### src/sv/lcdseq_pkg.sv
package lcdseq_pkg;

	// register indexes on the configuration port
	localparam logic REG_INIT_CONTRAST    = 1'b0;
	localparam logic REG_POWER_WAIT_TICKS = 1'b1;

	// register reset values
	localparam logic [5:0] CONTRAST_RESET = 6'd35;
	localparam logic [7:0] WAIT_RESET     = 8'd50;

	// item function codes
	typedef enum logic [2:0] {
		FN_TICK     = 3'd0,
		FN_CURSOR   = 3'd1,
		FN_CONTRAST = 3'd2,
		FN_CHAR     = 3'd3,
		FN_RESTART  = 3'd4
	} func_t;

	// control bytes that open a transfer
	localparam logic [7:0] CTRL_CMD  = 8'h00;
	localparam logic [7:0] CTRL_DATA = 8'h41;

	// controller commands
	localparam logic [7:0] CMD_FUNC_SET    = 8'h38;
	localparam logic [7:0] CMD_FUNC_EXT    = 8'h39;
	localparam logic [7:0] CMD_ENTRY       = 8'h04;
	localparam logic [7:0] CMD_OSC         = 8'h14;
	localparam logic [7:0] CMD_CONTRAST_LO = 8'h70;
	localparam logic [7:0] CMD_CONTRAST_HI = 8'h5c;
	localparam logic [7:0] CMD_FOLLOWER    = 8'h6c;
	localparam logic [7:0] CMD_DISPLAY_ON  = 8'h0c;
	localparam logic [7:0] CMD_CLEAR       = 8'h01;
	localparam logic [7:0] CMD_DDRAM       = 8'h80;

	// longest job in words, and the width of the word counter
	localparam int JOB_LEN_MAX = 14;
	localparam int IDX_W       = $clog2(JOB_LEN_MAX);

	// queue between front and back
	localparam int QUEUE_DEPTH = 2;
	localparam int QPTR_W      = $clog2(QUEUE_DEPTH);
	localparam int QCNT_W      = $clog2(QUEUE_DEPTH + 1);

	// jobs handed from the front to the back
	typedef enum logic [2:0] {
		JOB_STATUS   = 3'd0,
		JOB_INIT1    = 3'd1,
		JOB_INIT2    = 3'd2,
		JOB_CURSOR   = 3'd3,
		JOB_CONTRAST = 3'd4,
		JOB_CHAR     = 3'd5
	} job_kind_t;

	typedef struct packed {
		job_kind_t  kind;
		logic [7:0] arg;    // contrast, cursor address or character
		logic       first;
		logic       lastc;
		logic       ready;
	} job_t;

	// queue handshake between the modules
	typedef struct packed {
		logic full;
		logic empty;
	} q_stat_t;

	// power-up sequence state
	typedef enum logic [3:0] {
		PH_START = 4'b0001,
		PH_WAIT  = 4'b0010,
		PH_FINAL = 4'b0100,
		PH_READY = 4'b1000
	} phase_t;

	// number of words a job sends
	function automatic logic [IDX_W-1:0] job_len(job_kind_t kind, logic first);
		logic [IDX_W-1:0] n;
		n = IDX_W'(1);
		case (kind)
			JOB_INIT1:    n = IDX_W'(14);
			JOB_INIT2:    n = IDX_W'(6);
			JOB_CURSOR:   n = IDX_W'(2);
			JOB_CONTRAST: n = IDX_W'(8);
			JOB_CHAR:     n = first ? IDX_W'(2) : IDX_W'(1);
			default:      n = IDX_W'(1);
		endcase
		return n;
	endfunction

	// command byte number num of a command job
	function automatic logic [7:0] cmd_byte(job_kind_t kind, logic [2:0] num,
			logic [7:0] arg);
		logic [7:0] b;
		b = CMD_FUNC_SET;
		case (kind)
			JOB_INIT1: begin
				case (num)
					3'd0:    b = CMD_FUNC_SET;
					3'd1:    b = CMD_FUNC_EXT;
					3'd2:    b = CMD_ENTRY;
					3'd3:    b = CMD_OSC;
					3'd4:    b = CMD_CONTRAST_LO | {4'h0, arg[3:0]};
					3'd5:    b = CMD_CONTRAST_HI | {6'h00, arg[5:4]};
					default: b = CMD_FOLLOWER;
				endcase
			end
			JOB_INIT2: begin
				case (num)
					3'd0:    b = CMD_FUNC_SET;
					3'd1:    b = CMD_DISPLAY_ON;
					default: b = CMD_CLEAR;
				endcase
			end
			JOB_CONTRAST: begin
				case (num)
					3'd0:    b = CMD_FUNC_EXT;
					3'd1:    b = CMD_CONTRAST_LO | {4'h0, arg[3:0]};
					3'd2:    b = CMD_CONTRAST_HI | {6'h00, arg[5:4]};
					default: b = CMD_FUNC_SET;
				endcase
			end
			JOB_CURSOR: b = CMD_DDRAM | arg;
			default:    b = arg;
		endcase
		return b;
	endfunction

endpackage

### src/sv/lcdseq_intf.sv
// input items
interface lcdseq_in_if;
	logic       valid;
	logic       ready;
	logic [2:0] func;
	logic [5:0] column;
	logic       row;
	logic [5:0] contrast_value;
	logic [7:0] character;
	logic       first_char;
	logic       last_char;

	modport source (output valid, func, column, row, contrast_value, character,
		first_char, last_char, input ready);
	modport sink (input valid, func, column, row, contrast_value, character,
		first_char, last_char, output ready);
endinterface

// bus words out
interface lcdseq_out_if;
	logic       valid;
	logic       ready;
	logic [7:0] bus_byte;
	logic       byte_valid;
	logic       starts_transfer;
	logic       ends_transfer;
	logic       lcd_ready;
	logic       last;

	modport source (output valid, bus_byte, byte_valid, starts_transfer,
		ends_transfer, lcd_ready, last, input ready);
	modport sink (input valid, bus_byte, byte_valid, starts_transfer,
		ends_transfer, lcd_ready, last, output ready);
endinterface

// register writes
interface lcdseq_cfg_if;
	logic       valid;
	logic       ready;
	logic       index;
	logic [7:0] data;

	modport source (output valid, index, data, input ready);
	modport sink (input valid, index, data, output ready);
endinterface

### src/sv/lcdseq_front.sv
module lcdseq_front (
	input  logic                 clk,
	input  logic                 arst_n,
	lcdseq_in_if.sink            in_ch,
	lcdseq_cfg_if.sink           cfg,
	input  lcdseq_pkg::q_stat_t  q_stat,
	output logic                 push,
	output lcdseq_pkg::job_t     job
);

	logic [5:0]          init_contrast_q;
	logic [7:0]          power_wait_ticks_q;
	lcdseq_pkg::phase_t  phase_q;
	lcdseq_pkg::phase_t  phase_d;
	logic [7:0]          wait_count_q;
	logic [7:0]          wait_count_d;
	logic [7:0]          wait_inc;

	// configuration registers, always writable
	assign cfg.ready = 1'b1;

	always_ff @(posedge clk or negedge arst_n) begin
		if (!arst_n) begin
			init_contrast_q    <= lcdseq_pkg::CONTRAST_RESET;
			power_wait_ticks_q <= lcdseq_pkg::WAIT_RESET;
		end else if (cfg.valid) begin
			case (cfg.index)
				lcdseq_pkg::REG_INIT_CONTRAST:    init_contrast_q <= cfg.data[5:0];
				lcdseq_pkg::REG_POWER_WAIT_TICKS: power_wait_ticks_q <= cfg.data;
				default: ;
			endcase
		end
	end

	// accept whenever the queue has room
	assign in_ch.ready = !q_stat.full;
	assign push        = in_ch.valid && !q_stat.full;
	assign wait_inc    = wait_count_q + 8'd1;

	// classify the item and advance the power-up sequence
	always_comb begin
		phase_d      = phase_q;
		wait_count_d = wait_count_q;
		job.kind     = lcdseq_pkg::JOB_STATUS;
		job.arg      = in_ch.character;
		job.first    = in_ch.first_char;
		job.lastc    = in_ch.last_char;
		job.ready    = (phase_q == lcdseq_pkg::PH_READY);
		case (in_ch.func)
			lcdseq_pkg::FN_TICK: begin
				case (phase_q)
					lcdseq_pkg::PH_START: begin
						job.kind     = lcdseq_pkg::JOB_INIT1;
						job.arg      = {2'b00, init_contrast_q};
						phase_d      = lcdseq_pkg::PH_WAIT;
						wait_count_d = 8'd0;
					end
					lcdseq_pkg::PH_WAIT: begin
						if (wait_inc == power_wait_ticks_q) begin
							job.kind     = lcdseq_pkg::JOB_INIT2;
							phase_d      = lcdseq_pkg::PH_FINAL;
							wait_count_d = 8'd0;
						end else begin
							wait_count_d = wait_inc;
						end
					end
					lcdseq_pkg::PH_FINAL: phase_d = lcdseq_pkg::PH_READY;
					default: ;
				endcase
			end
			lcdseq_pkg::FN_CURSOR: begin
				job.kind = lcdseq_pkg::JOB_CURSOR;
				job.arg  = {1'b0, in_ch.row, in_ch.column};
			end
			lcdseq_pkg::FN_CONTRAST: begin
				job.kind = lcdseq_pkg::JOB_CONTRAST;
				job.arg  = {2'b00, in_ch.contrast_value};
			end
			lcdseq_pkg::FN_CHAR: job.kind = lcdseq_pkg::JOB_CHAR;
			lcdseq_pkg::FN_RESTART: begin
				phase_d      = lcdseq_pkg::PH_START;
				wait_count_d = 8'd0;
			end
			default: ;
		endcase
	end

	always_ff @(posedge clk or negedge arst_n) begin
		if (!arst_n) begin
			phase_q      <= lcdseq_pkg::PH_START;
			wait_count_q <= 8'd0;
		end else if (push) begin
			phase_q      <= phase_d;
			wait_count_q <= wait_count_d;
		end
	end

endmodule

### src/sv/lcdseq_queue.sv
module lcdseq_queue (
	input  logic                 clk,
	input  logic                 arst_n,
	input  logic                 push,
	input  lcdseq_pkg::job_t     wdata,
	input  logic                 pop,
	output lcdseq_pkg::q_stat_t  q_stat,
	output lcdseq_pkg::job_t     head
);

	lcdseq_pkg::job_t                  mem_q [lcdseq_pkg::QUEUE_DEPTH];
	logic [lcdseq_pkg::QPTR_W-1:0]     wr_ptr_q;
	logic [lcdseq_pkg::QPTR_W-1:0]     rd_ptr_q;
	logic [lcdseq_pkg::QCNT_W-1:0]     count_q;

	assign q_stat.full  = (count_q == lcdseq_pkg::QCNT_W'(lcdseq_pkg::QUEUE_DEPTH));
	assign q_stat.empty = (count_q == '0);
	assign head         = mem_q[rd_ptr_q];

	// job storage, no reset needed
	always_ff @(posedge clk) begin
		if (push) begin
			mem_q[wr_ptr_q] <= wdata;
		end
	end

	// pointers and fill count
	always_ff @(posedge clk or negedge arst_n) begin
		if (!arst_n) begin
			wr_ptr_q <= '0;
			rd_ptr_q <= '0;
			count_q  <= '0;
		end else begin
			if (push) begin
				wr_ptr_q <= wr_ptr_q + 1'b1;
			end
			if (pop) begin
				rd_ptr_q <= rd_ptr_q + 1'b1;
			end
			case ({push, pop})
				2'b10:   count_q <= count_q + 1'b1;
				2'b01:   count_q <= count_q - 1'b1;
				default: ;
			endcase
		end
	end

`ifndef SYNTHESIS
	assert property (@(posedge clk) disable iff (!arst_n)
		count_q <= lcdseq_pkg::QCNT_W'(lcdseq_pkg::QUEUE_DEPTH))
		else $error("queue fill count beyond depth");
	assert property (@(posedge clk) disable iff (!arst_n)
		pop |-> !q_stat.empty)
		else $error("queue popped while empty");
`endif

endmodule

### src/sv/lcdseq_back.sv
module lcdseq_back (
	input  logic                 clk,
	input  logic                 arst_n,
	input  lcdseq_pkg::q_stat_t  q_stat,
	input  lcdseq_pkg::job_t     head,
	output logic                 pop,
	lcdseq_out_if.source         out_ch
);

	logic [lcdseq_pkg::IDX_W-1:0] idx_q;
	logic [lcdseq_pkg::IDX_W-1:0] len;
	logic                         advance;
	logic                         last_w;
	logic [7:0]                   byte_w;
	logic                         bvalid_w;
	logic                         st_w;
	logic                         en_w;
	logic                         valid_q;
	logic [7:0]                   byte_q;
	logic                         bvalid_q;
	logic                         st_q;
	logic                         en_q;
	logic                         ready_q;
	logic                         last_q;

	assign len     = lcdseq_pkg::job_len(head.kind, head.first);
	assign last_w  = (idx_q == len - 1'b1);
	assign advance = !q_stat.empty && (!valid_q || out_ch.ready);
	assign pop     = advance && last_w;

	// word idx_q of the job at the head of the queue
	always_comb begin
		byte_w   = lcdseq_pkg::CTRL_CMD;
		bvalid_w = 1'b1;
		st_w     = !idx_q[0];
		en_w     = idx_q[0];
		case (head.kind)
			lcdseq_pkg::JOB_STATUS: begin
				bvalid_w = 1'b0;
				st_w     = 1'b0;
				en_w     = 1'b0;
			end
			lcdseq_pkg::JOB_CHAR: begin
				if (head.first && idx_q == '0) begin
					byte_w = lcdseq_pkg::CTRL_DATA;
					st_w   = 1'b1;
					en_w   = 1'b0;
				end else begin
					byte_w = head.arg;
					st_w   = 1'b0;
					en_w   = head.lastc;
				end
			end
			default: begin
				// commands: control word on even, command on odd
				if (idx_q[0]) begin
					byte_w = lcdseq_pkg::cmd_byte(head.kind, idx_q[3:1], head.arg);
				end
			end
		endcase
	end

	// word counter within the job
	always_ff @(posedge clk or negedge arst_n) begin
		if (!arst_n) begin
			idx_q <= '0;
		end else if (advance) begin
			idx_q <= last_w ? '0 : idx_q + 1'b1;
		end
	end

	// output register
	always_ff @(posedge clk or negedge arst_n) begin
		if (!arst_n) begin
			valid_q <= 1'b0;
		end else if (advance) begin
			valid_q <= 1'b1;
		end else if (out_ch.ready) begin
			valid_q <= 1'b0;
		end
	end

	always_ff @(posedge clk) begin
		if (advance) begin
			byte_q   <= byte_w;
			bvalid_q <= bvalid_w;
			st_q     <= st_w;
			en_q     <= en_w;
			ready_q  <= head.ready;
			last_q   <= last_w;
		end
	end

	assign out_ch.valid           = valid_q;
	assign out_ch.bus_byte        = byte_q;
	assign out_ch.byte_valid      = bvalid_q;
	assign out_ch.starts_transfer = st_q;
	assign out_ch.ends_transfer   = en_q;
	assign out_ch.lcd_ready       = ready_q;
	assign out_ch.last            = last_q;

`ifndef SYNTHESIS
	assert property (@(posedge clk) disable iff (!arst_n)
		pop |=> idx_q == '0)
		else $error("word counter not cleared after job end");
	assert property (@(posedge clk) disable iff (!arst_n)
		valid_q && !bvalid_q |-> last_q && !st_q && !en_q)
		else $error("status word malformed");
`endif

endmodule

### src/sv/i2c_character_lcd_command_sequencer.sv
// channel   dir  words                         handshake
// in_ch     in   func, cursor, contrast, char  valid/ready
// out_ch    out  one bus word per cycle if ready valid/ready
// cfg       in   index, data                    valid/ready, always ready
//
// An item is taken and queued; the back end sends its words at one per cycle
// while out_ch is ready; an item is 1 to 14 words (14 for JOB_INIT1).
// The output word counter in the back end sets the sustained rate.
// A two-entry job queue lets new items be taken while words still go out.
// arst_n clears the sequence state, queue and output valid; registers reset
// to contrast 35 and a wait of 50 ticks.
module i2c_character_lcd_command_sequencer (
	input  logic        clk,
	input  logic        arst_n,
	lcdseq_in_if.sink   in_ch,
	lcdseq_out_if.source out_ch,
	lcdseq_cfg_if.sink  cfg
);

	lcdseq_pkg::q_stat_t q_stat;
	lcdseq_pkg::job_t    job;
	lcdseq_pkg::job_t    head;
	logic                push;
	logic                pop;

	lcdseq_front u_front (
		.clk    (clk),
		.arst_n (arst_n),
		.in_ch  (in_ch),
		.cfg    (cfg),
		.q_stat (q_stat),
		.push   (push),
		.job    (job)
	);

	lcdseq_queue u_queue (
		.clk    (clk),
		.arst_n (arst_n),
		.push   (push),
		.wdata  (job),
		.pop    (pop),
		.q_stat (q_stat),
		.head   (head)
	);

	lcdseq_back u_back (
		.clk    (clk),
		.arst_n (arst_n),
		.q_stat (q_stat),
		.head   (head),
		.pop    (pop),
		.out_ch (out_ch)
	);

endmodule

### src/flat_wrapper.sv
// flat-port wrapper written by rule: the top's interface ports become plain ports
module i2c_character_lcd_command_sequencer_flat 
  (clk, arst_n, in_ch_valid, in_ch_func, in_ch_column, in_ch_row, in_ch_contrast_value, in_ch_character, in_ch_first_char, in_ch_last_char, in_ch_ready, out_ch_valid, out_ch_bus_byte, out_ch_byte_valid, out_ch_starts_transfer, out_ch_ends_transfer, out_ch_lcd_ready, out_ch_last, out_ch_ready, cfg_valid, cfg_index, cfg_data, cfg_ready);
  lcdseq_in_if in_ch_i ();
  lcdseq_out_if out_ch_i ();
  lcdseq_cfg_if cfg_i ();
  input  logic clk;
  input  logic arst_n;
  input wire logic [$bits(in_ch_i.valid)-1:0] in_ch_valid;
  input wire logic [$bits(in_ch_i.func)-1:0] in_ch_func;
  input wire logic [$bits(in_ch_i.column)-1:0] in_ch_column;
  input wire logic [$bits(in_ch_i.row)-1:0] in_ch_row;
  input wire logic [$bits(in_ch_i.contrast_value)-1:0] in_ch_contrast_value;
  input wire logic [$bits(in_ch_i.character)-1:0] in_ch_character;
  input wire logic [$bits(in_ch_i.first_char)-1:0] in_ch_first_char;
  input wire logic [$bits(in_ch_i.last_char)-1:0] in_ch_last_char;
  output wire logic [$bits(in_ch_i.ready)-1:0] in_ch_ready;
  output wire logic [$bits(out_ch_i.valid)-1:0] out_ch_valid;
  output wire logic [$bits(out_ch_i.bus_byte)-1:0] out_ch_bus_byte;
  output wire logic [$bits(out_ch_i.byte_valid)-1:0] out_ch_byte_valid;
  output wire logic [$bits(out_ch_i.starts_transfer)-1:0] out_ch_starts_transfer;
  output wire logic [$bits(out_ch_i.ends_transfer)-1:0] out_ch_ends_transfer;
  output wire logic [$bits(out_ch_i.lcd_ready)-1:0] out_ch_lcd_ready;
  output wire logic [$bits(out_ch_i.last)-1:0] out_ch_last;
  input wire logic [$bits(out_ch_i.ready)-1:0] out_ch_ready;
  input wire logic [$bits(cfg_i.valid)-1:0] cfg_valid;
  input wire logic [$bits(cfg_i.index)-1:0] cfg_index;
  input wire logic [$bits(cfg_i.data)-1:0] cfg_data;
  output wire logic [$bits(cfg_i.ready)-1:0] cfg_ready;
  assign in_ch_i.valid = in_ch_valid;
  assign in_ch_i.func = in_ch_func;
  assign in_ch_i.column = in_ch_column;
  assign in_ch_i.row = in_ch_row;
  assign in_ch_i.contrast_value = in_ch_contrast_value;
  assign in_ch_i.character = in_ch_character;
  assign in_ch_i.first_char = in_ch_first_char;
  assign in_ch_i.last_char = in_ch_last_char;
  assign in_ch_ready = in_ch_i.ready;
  assign out_ch_valid = out_ch_i.valid;
  assign out_ch_bus_byte = out_ch_i.bus_byte;
  assign out_ch_byte_valid = out_ch_i.byte_valid;
  assign out_ch_starts_transfer = out_ch_i.starts_transfer;
  assign out_ch_ends_transfer = out_ch_i.ends_transfer;
  assign out_ch_lcd_ready = out_ch_i.lcd_ready;
  assign out_ch_last = out_ch_i.last;
  assign out_ch_i.ready = out_ch_ready;
  assign cfg_i.valid = cfg_valid;
  assign cfg_i.index = cfg_index;
  assign cfg_i.data = cfg_data;
  assign cfg_ready = cfg_i.ready;
  i2c_character_lcd_command_sequencer u_core (.clk(clk), .arst_n(arst_n), .in_ch(in_ch_i), .out_ch(out_ch_i), .cfg(cfg_i));
endmodule
### config.mk
export PLATFORM = sky130hd
export DESIGN_NAME = i2c_character_lcd_command_sequencer_flat
export DESIGN_NICKNAME = d
export VERILOG_FILES = /design/src/sv/lcdseq_pkg.sv /design/src/sv/lcdseq_intf.sv /design/src/sv/lcdseq_front.sv /design/src/sv/lcdseq_queue.sv /design/src/sv/lcdseq_back.sv /design/src/sv/i2c_character_lcd_command_sequencer.sv /design/src/flat_wrapper.sv
export SDC_FILE = /design/constraint.sdc
export NUM_CORES = 1
export LEC_CHECK = 0
export ABC_CLOCK_PERIOD_IN_PS = 7950
export BUFFER_PORTS_ARGS = -buffer_cell sky130_fd_sc_hd__buf_2
export CAP_MARGIN = 20
export CORE_AREA = 8 8 102 104
export DETAILED_ROUTE_END_ITERATION = 10
export DIE_AREA = 0 0 110 112
export GPL_TIMING_DRIVEN = 0
export PLACE_DENSITY = 0.69
export SYNTH_ARGS = -nofsm -noshare
export SYNTH_HDL_FRONTEND = slang
export SYNTH_SLANG_ARGS = --single-unit
### constraint.sdc
create_clock -name clk -period 7.95 [get_ports clk]
set_clock_uncertainty 0.15 [all_clocks]
set_input_delay 0 -clock clk [delete_from_list [all_inputs] [get_ports clk]]
set_output_delay 0 -clock clk [all_outputs]
set_load 0.005 [all_outputs]
==> results.toml <==
[run_status]
status = "finished clean"

[pwr]
max-vdd-ir-drop_mv = 0.1493
p_leak_nw = 2.046
finalPower_mw = 1.585
power.density_nw_per_um2 = 307.9

[clock_network]
clk-insertion-delay-late_ns = 0.35
cts_sinks = 76
clock-root-buffer = "clkbuf_8"
clk_pin_slew_ns = 0.09
clk_path_buf_depth = 2
h-tree-depth = 3
cts_resized = 0
numCtsBuffers = 9
cts_tree = "done"

[detailed_routing]
drtIter0Drc = 178
wl_um = 10500
wire_per_inst_um = 17.58
num_vias = 3422
vias_per_cell = 5.732
drc = 0
antenna_left = 0
dr.pass1.iters = 8

[sta]
timing.final.crit_share_pct = 43.03
setup_viol = 0
rsz0062_at_grt = "false"
worst_slew_pin_slew_ns = 0.9140
slew_violations = 0
min_period_ns = 3.421
worst_hold_slack_ns = 0.04493
timing.fmax_ghz = 0.2923
hold_violations = 0
max_slew_margin_pct = 38.55
setup_tns_ns = 0

[placement]
io_buffers = 53
dp_hpwl_um = 7339
place.gp.congestion = 0.9118

[floorplanning]
ioPinCount = 56
die_area_sq_um = 12320
die_x_um = 110
start_util_pct = 47.56
dieHeight_um = 112
rows = 35
coreArea_sq_um = 8890

[logic_synthesis]
synth_largest_area_cell = "edfxtp_1"
syn_area_sq_um = 4228
yosysUniqueCellTypes = 63
mappedNetlistNets = 431
syn_inst = 386
synth_area_leaders = "edfxtp_1 29%, dfrtp_1 17%, mux2_2 5.3%, dfstp_2 4.4%, nor2_1 2.8%"
synthArstFlopShare_pct = 46.05
synth.avg_cell_area_sq_um = 10.95
yosysSeqAreaShare_pct = 50.04
yosys_warnings = 0
yosysMostFrequentCell = "edfxtp_1"
synth_edf_count = 41
yosys-top-cells-count = "41 x edfxtp_1, 32 x nor2_1, 28 x dfrtp_1"
ys_ff_latch = 76
synth_flop_cell = "edfxtp_1"
synth.top_cell.area_share_pct = 29.12

[setup_path]
critPathLaunch = "u_core.u_queue.rd_ptr_q$_DFFE_PN0P_"
cp.required_ns = 8.08
crit_fanout = 10
r2r_start = "u_core.u_queue.rd_ptr_q$_DFFE_PN0P_"
worstSetupStartpointType = "flip-flop"
cp.arrival_ns = 3.55
worstSetupPathType = "flip-flop to flip-flop"
cp-end-kind = "flip-flop"

[finish]
drive_above_1_share_pct = 24.07
finalNetCount = 526
syn2layout_area_growth_pct = 21.78
antennaDiodeCount = 0

[global_route]
grt_max_degree = 36
grt_overflow = 0
grt_pass1_vias = 3557
antenna_found_initial = 0
grtUsageTotal_pct = 17.81
grt_pass1_wl_um = 17390

[worst_hold_path]
hold_start = "in_ch_func[1]"
hold_class = "input port to flip-flop"

[job]
cap_viol_max_count = 0
[per-stage QoR]
| step | cells | cell area [sq um] | setup WS [ns] | utilization [%] |
|---|---|---|---|---|
| 2_1_floorplan | 386 | 4228 | 4.941 | - |
| 3_3_place_gp | 550 | 4632 | 4.624 | 52.10 |
| 3_5_place_dp | 551 | 4639 | 4.591 | 52.19 |
| 4_1_cts | 596 | 5144 | 4.531 | 57.86 |
| 5_1_grt | 597 | 5149 | 4.304 | 57.92 |
| 6_report | 597 | 5149 | 4.529 | 57.92 |
[worst max-delay path: stages (launching register included)]
cell     delay, ns
dfrtp_1       0.36
buf_6         0.13
buf_6         0.16
mux2i_2       0.47
nand2_1       0.10
nand2_1       0.08
o21ai_0       0.08
ha_1          0.29
xor2_1        0.14
o21ai_0       0.14
nor4_4        0.45
and2_1        0.24
ha_1          0.27
nor2_1        0.14
xor2_1        0.14
[report_power, final]
part	total (mW)	internal (mW)	switching (mW)	leakage, nW
sequential	0.625	0.557	0.0677	0.813
combinational	0.641	0.262	0.379	1.12
clock	0.319	0.154	0.165	0.110
[state kept, by name, indices dropped and copies added, names as in the netlist]
name,count
u_core.u_queue.mem_q,28
u_core.u_back.out_ch.bus_byte,8
u_core.u_front.power_wait_ticks_q,8
u_core.u_front.wait_count_q,8
u_core.u_front.init_contrast_q,6
u_core.u_back.idx_q,4
u_core.u_front.phase_q,4
u_core.u_queue.count_q,2
u_core.u_back.out_ch.byte_valid,1
u_core.u_back.out_ch.ends_transfer,1
u_core.u_back.out_ch.last,1
u_core.u_back.out_ch.lcd_ready,1
u_core.u_back.out_ch.starts_transfer,1
u_core.u_back.out_ch.valid,1
u_core.u_queue.rd_ptr_q,1
u_core.u_queue.wr_ptr_q,1
[kinds of logic after synthesis]
kind of cell,count (synthesis),share of synthesized area (%)
AND/OR/NAND/NOR,128,16.43
buffers and inverters,28,3.048
AO/OA/AOI/OAI,97,16.37
XOR/XNOR,20,4.143
flip-flops,76,50.04
multiplexers,31,8.405
adder cells (fa/ha/maj),5,1.480
other,1,0.08870
[placed cells by master (no fill, tap or decap), types with 8 or more instances in the layout]
master and instances:
xnor2_1 8, edfxtp_1 41, mux2i_1 8, xor2_1 12, clkbuf_8 9, o22ai_1 9, nor3_1 16, mux2_2 20
buf_2 55, nor2_1 32, nand3_1 8, o21ai_0 21, a221o_1 9, dfrtp_1 28, nor2b_1 9, clkbuf_1 11
inv_1 11, nand2_1 27, a21oi_1 19, dlygate4sd3_1 29
[final timing paths]
path                                                                   end  slack (ns)  depth (start not counted)
worst min register to register         u_core.u_queue.wr_ptr_q$_DFFE_PN0P_        0.35                          1
min in group asynchronous           u_core.u_back.out_ch.valid$_DFFE_PN0P_        0.11                          2
max in group asynchronous       u_core.u_front.wait_count_q[1]$_DFFE_PN0P_        7.00                          2
worst max-delay path                 u_core.u_queue.count_q[1]$_DFFE_PN0P_        4.53                         14
worst min-delay path                 u_core.u_queue.mem_q[0][13]$_DFFE_PP_        0.04                          2
worst max register to register       u_core.u_queue.count_q[1]$_DFFE_PN0P_        4.53                         14
[layout make-up]
type,instances,area [sq um]
timing repair buffer,84,568.0
multi-input combinational,282,1983
inverter,11,41.29
fill,770,3741
sequential,76,2116
clock buffer,9,123.9
buffer,17,87.58
tap,111,138.9
clock inverter,7,90.09
[routing by layer]
metal / global-route usage, % / vias to the layer above / wire length (um)
met2: 29.95 / 129 / 5348
met3: 4.159 / 23 / 667
met1: 20.62 / 1626 / 4258
met5: 0 / - / 0
met4: 8.288 / 0 / 223
li1: - / 1644 / -
[repair_timing]
item	CTS	global route
hold endpoints to repair	67	0
hold buffers	29	0
setup buffers	0	0
(Power assumes the default switching activity.)
